[config.mk]
export PLATFORM = sky130hd
export DESIGN_NAME = scd_ctrl
export DESIGN_NICKNAME = d
export VERILOG_FILES = /design/src/hdl/scd_pkg.sv /design/src/hdl/scd_ctrl.sv
export SDC_FILE = /design/constraint.sdc
export NUM_CORES = 1
export LEC_CHECK = 0
export BUFFER_PORTS_ARGS = -buffer_cell sky130_fd_sc_hd__buf_2
export CAP_MARGIN = 25
export CORE_AREA = 2 2 39 41
export CTS_BUF_LIST = sky130_fd_sc_hd__clkbuf_4
export CTS_CLUSTER_DIAMETER = 100
export DETAILED_ROUTE_END_ITERATION = 10
export DIE_AREA = 0 0 41 43
export SETUP_SLACK_MARGIN = 0.2
export SLEW_MARGIN = 5
export SYNTH_ARGS = -nofsm -noshare
export SYNTH_HDL_FRONTEND = slang
export SYNTH_SLANG_ARGS = --single-unit
export TNS_END_PERCENT = 1
[constraint.sdc]
create_clock -name clk -period 3.15 [get_ports clk]
set_input_delay 0.1575 -clock clk [delete_from_list [all_inputs] [get_ports clk]]
set_output_delay 0.1575 -clock clk [all_outputs]
set_load 0.05 [all_outputs]
[src/hdl/scd_pkg.sv]
`timescale 1ns / 1ps
package scd_pkg;

    localparam int ENTRIES_DEF = 256;
    localparam int ADDR_W      = 48;
    localparam int SLOT_W      = 8;
    localparam int ACT_W       = 2;

    localparam logic [ACT_W-1:0] ACT_LOOKUP = 2'd0;
    localparam logic [ACT_W-1:0] ACT_INSERT = 2'd1;
    localparam logic [ACT_W-1:0] ACT_FLUSH  = 2'd2;

    // commands from the controller to the datapath
    typedef struct packed {
        logic clr;
        logic load;
        logic scan;
        logic vict_rd;
        logic vict_wr;
        logic lw1;
        logic lw2;
        logic fscan;
        logic frd;
        logic publish;
    } cmd_t;

    // status from the datapath to the controller
    typedef struct packed {
        logic clr_last;
        logic scan_hit;
        logic scan_miss;
        logic s_newest;
        logic fs_found;
        logic fs_end;
        logic out_free;
        logic [ACT_W-1:0] act;
    } sts_t;

endpackage

[src/hdl/scd_ctrl.sv]
`timescale 1ns / 1ps
module scd_ctrl (
    input  logic                clk,
    input  logic                rst_n,
    input  logic                in_valid,
    input  logic [1:0]          in_action,
    output logic                in_ready,
    input  scd_pkg::sts_t       sts,
    output scd_pkg::cmd_t       cmd
);
    import scd_pkg::*;

    localparam logic [3:0] S_CLEAR = 4'd0;
    localparam logic [3:0] S_IDLE  = 4'd1;
    localparam logic [3:0] S_SCAN  = 4'd2;
    localparam logic [3:0] S_VICT  = 4'd3;
    localparam logic [3:0] S_VICT2 = 4'd4;
    localparam logic [3:0] S_LRD   = 4'd5;
    localparam logic [3:0] S_LW1   = 4'd6;
    localparam logic [3:0] S_LW2   = 4'd7;
    localparam logic [3:0] S_FSCAN = 4'd8;
    localparam logic [3:0] S_FRD   = 4'd9;
    localparam logic [3:0] S_DONE  = 4'd10;

    logic [3:0] state_reg;
    logic [3:0] state_next;

    assign in_ready = (state_reg == S_IDLE);

    always_comb
    begin
        state_next = state_reg;
        cmd = '0;
        case (state_reg)
            S_CLEAR:
            begin
                cmd.clr = 1'b1;
                if (sts.clr_last)
                begin
                    state_next = S_IDLE;
                end
            end
            S_IDLE:
            begin
                if (in_valid)
                begin
                    cmd.load = 1'b1;
                    case (in_action)
                        ACT_LOOKUP, ACT_INSERT: state_next = S_SCAN;
                        ACT_FLUSH:              state_next = S_FSCAN;
                        default:                state_next = S_DONE;
                    endcase
                end
            end
            S_SCAN:
            begin
                cmd.scan = 1'b1;
                if (sts.scan_hit)
                begin
                    state_next = S_LRD;
                end
                else if (sts.scan_miss)
                begin
                    state_next = (sts.act == ACT_INSERT) ? S_VICT : S_DONE;
                end
            end
            S_VICT:
            begin
                cmd.vict_rd = 1'b1;
                state_next = S_VICT2;
            end
            S_VICT2:
            begin
                cmd.vict_wr = 1'b1;
                state_next = S_LRD;
            end
            S_LRD:
            begin
                state_next = sts.s_newest ? S_DONE : S_LW1;
            end
            S_LW1:
            begin
                cmd.lw1 = 1'b1;
                state_next = S_LW2;
            end
            S_LW2:
            begin
                cmd.lw2 = 1'b1;
                state_next = S_DONE;
            end
            S_FSCAN:
            begin
                cmd.fscan = 1'b1;
                if (sts.fs_found)
                begin
                    state_next = S_FRD;
                end
                else if (sts.fs_end)
                begin
                    state_next = S_DONE;
                end
            end
            S_FRD:
            begin
                cmd.frd = 1'b1;
                state_next = S_DONE;
            end
            S_DONE:
            begin
                if (sts.out_free)
                begin
                    cmd.publish = 1'b1;
                    state_next = S_IDLE;
                end
            end
            default:
            begin
                state_next = S_IDLE;
            end
        endcase
    end

    always_ff @(posedge clk or negedge rst_n)
    begin
        if (!rst_n)
        begin
            state_reg <= S_CLEAR;
        end
        else
        begin
            state_reg <= state_next;
        end
    end
endmodule

==> summary.md <==
| Metric | Value |
|---|---|
| Status | finished, final reports clean |
| Yosys warns | 0 |
| Share of cells above drive strength 1 | 34.8% |
| Final wirelength | between 1000 and 1500 um |
| IO Pins | 25 |
| Simple-Gate Fraction of Synth Area | a little under two fifths |
| CP Buf/Inv Count | 1 |
| Main area contributors after synthesis | dfrtp_1 22%, nor2_1 12%, nand2b_1 5.5%, nor3_1 5.5%, o21ai_0 5.5% |
| Unrepaired setup endpoints after global routing | false |
| Family with the most delay on the worst path | simple AND/OR/NAND/NOR gates |
| CP Class | reg2out |
| Largest net degree at the start of global routing | 19 |
| Max Used Layer | met3 |
| XOR/XNOR share of the synthesized area | 0% |
| Initial antenna violation count | 0 |
| CTS Buf Count | 3 |
| CP Launch Point | state_reg[3] |
| Resized Gates After CTS | 0 |
| Most frequent cells in the layout | 24 x buf_2, 14 x nor2_1, 5 x nor3_1, 5 x o21ai_0 |
| CTS root buffer | clkbuf_4 |
| M1 WL | between 400 and 500 um |
| Htree depth | 1 |
| PortBufs | 24 |
| Most common cell after layout, fill and taps aside | buf_2 |
| VDD IR-drop max | 0.000357 V |
| Power per cell area | 1120 nW/um^2 |
| CP Capture Type | output pin |
| Die height | ~43 um |
| CORE AREA | ~1400 um^2 |
| Initial Utilization | roughly a third |
| Fmax | ~570 MHz |
| CTS tree | done |
| Total gr overflow | 0 |
| Syn_area_per_cell | slightly below 7 um^2 |
| Layout area overhead | 31.0% |
| Slew HR | between 60% and 70% |
| Critical path's slowest cell | dfrtp_1 |
| Total GRT Usage | 14.9% |
| Seq/Total Area, Yosys | 21.9% |
| Number of library cell types mapped by synthesis | 30 |
| Hold Path Class | in2async |
| Cells after Synth | 67 |
| WP data arrival | about 1.6 ns |
| Die Span X | ~41 um |
| Max-cap violations | 0 |
| Drt drc | 0 |
| Largest register FFs | 4 |
| Cells along the critical path | or2_2 -> nor2_1 -> and2_1 -> buf_2 |
| Synth Area in Compound Gates | between 30% and 40% |
| Worst-path clk slew | roughly 0.040 ns |
| Final slew viol count | 0 |
| Clock skew after layout | approximately 0.00022 ns |
| Die area | roughly 1800 um^2 |
| Clock sinks | 4 |
| Post-CTS Setup Inserts | 0 |
| Routed length on met3 | 51 um |
| Period utilization | between 50% and 60% |
| Yosys top cell by area | dfrtp_1 |
| Via count | roughly 530 |
| Critical Path Fanout Max | 12 |
| Vias per cell | 5.00 |
| Routed wl met2 | between 500 and 600 um |
| Routed Antenna Nets | 0 |
| Diode count | 0 |
| Post-DP HPWL | 878 um |
| Final-layout setup total negative slack | 0 ns |
| Final GP Congestion | 0.729 |
| Area post-placement | about 570 um^2 |
| Final Hold Fails | 0 |
| Share of the synthesized area in the top cell type | approximately 22% |
| Min Tclk post-route | 1.77 ns |
| Syn_nets | a little over 80 |
| Maximum clock path buffer count | 2 |
| Final setup vio count | 0 |
| Slew of the pin with the lowest slew margin | between 0.5 and 0.6 ns |
| Design area | 598 um^2 |
| Worst r2r src | state_reg[1] |
| Combinational family with the most area after synthesis | simple AND/OR/NAND/NOR gates |
| Critical Path RT | 2.99 ns |
| Startpoint types | flip-flop |
| Clk_lat worst skew | approximately 0.23 ns |
| Post-synthesis mux area share | 0% |
| Initial DRT Pass Iterations | 4 |
| Average wire per standard cell | 10.9 um |
| Largest stage delay on the critical path | 0.49 ns |
| Vias in the first global route | ~460 |
| #FFs+latches synth | 4 |
| Initial DRC count | 8 |
| Leakage | around 0.30 nW |
| Row count | 14 |
| First-pass GRT wire length | between 1500 and 2000 um |
| Nets | around 110 |
| Mapped Area | 457 um^2 |
| Post-Synth Adder-Cell Area | 0% |
final timing paths:
kind | end | slack [ns] | cells past startpoint
hold / removal | state_reg[1] | 0.26 | 2
setup / recovery | cmd[8] | 1.38 | 4
min in group clk | state_reg[3] | 0.29 | 3
setup reg to reg | state_reg[0] | 1.44 | 5
max in group asynchronous | state_reg[0] | 2.78 | 2
hold reg to reg | state_reg[2] | 0.66 | 1
metal layers:
metal / up-vias / GRT usage [%]
met5: - / 0
met4: 0 / 10.0
met3: 0 / 0
met2: 12 / 24.4
met1: 233 / 17.9
li1: 280 / -
where the power goes:
| part | total [mW] | internal, mW | leakage [nW] | switching [mW] |
|---|---|---|---|---|
| registers | 0.162 | 0.0760 | 0.0498 | 0.0858 |
| logic | 0.444 | 0.162 | 0.233 | 0.282 |
| clock network | 0.0611 | 0.0425 | 0.0138 | 0.0187 |
| total | 0.667 | 0.281 | 0.297 | 0.386 |
cell usage after synthesis:
cell type   n
nor2_1     14
nor3_1      5
o21ai_0     5
a21oi_1     4
clkbuf_1    4
dfrtp_1     4
nand2b_1    4
inv_1       3
nand2_1     2
nor2b_1     2
a211oi_1    1
a21o_1      1
a2bb2oi_1   1
a31oi_1     1
and2_1      1
buf_2       1
buf_6       1
nand2b_4    1
nand3_1     1
nor3_2      1
nor4_1      1
o211a_1     1
o211ai_1    1
o21ba_2     1
o22a_1      1
o22ai_1     1
o31a_1      1
o31ai_1     1
o32a_1      1
or2_2       1
metrics by stage:
step / utilization [%] / cells / hold slack (ns) / setup slack (ns) / power [mW]
after floorplan: - / 67 / -0.138 / 0.991 / 0.538
after global placement: 40.9 / 101 / -0.0344 / 1.47 / 0.607
after detailed placement: 40.9 / 101 / -0.0340 / 1.43 / 0.605
after CTS: 43.2 / 105 / 0.257 / 1.38 / 0.672
after global routing: 43.2 / 105 / 0.282 / 1.24 / 0.729
final: 43.2 / 105 / 0.260 / 1.38 / 0.667
final cells by class:
type                            count  area (um^2)
Tap cell                           16         20.0
Multi-Input combinational cell     54          314
Fill cell                         151          786
Inverter                            3         11.3
Sequential cell                     4          100
Timing Repair Buffer               25          130
Clock buffer                        3         22.5
logic make-up after synthesis:
family	count (synthesis)
AO/OA/AOI/OAI	21
flip-flops	4
buffers and inverters	9
AND/OR/NAND/NOR	33
what timing repair did:
action                                  4_1_cts  5_1_grt
endpoints found under the setup margin        0        0
hold buffers                                  1        0
endpoints found under the hold margin         4        0
Note: power is estimated with default switching activity, not from simulation.
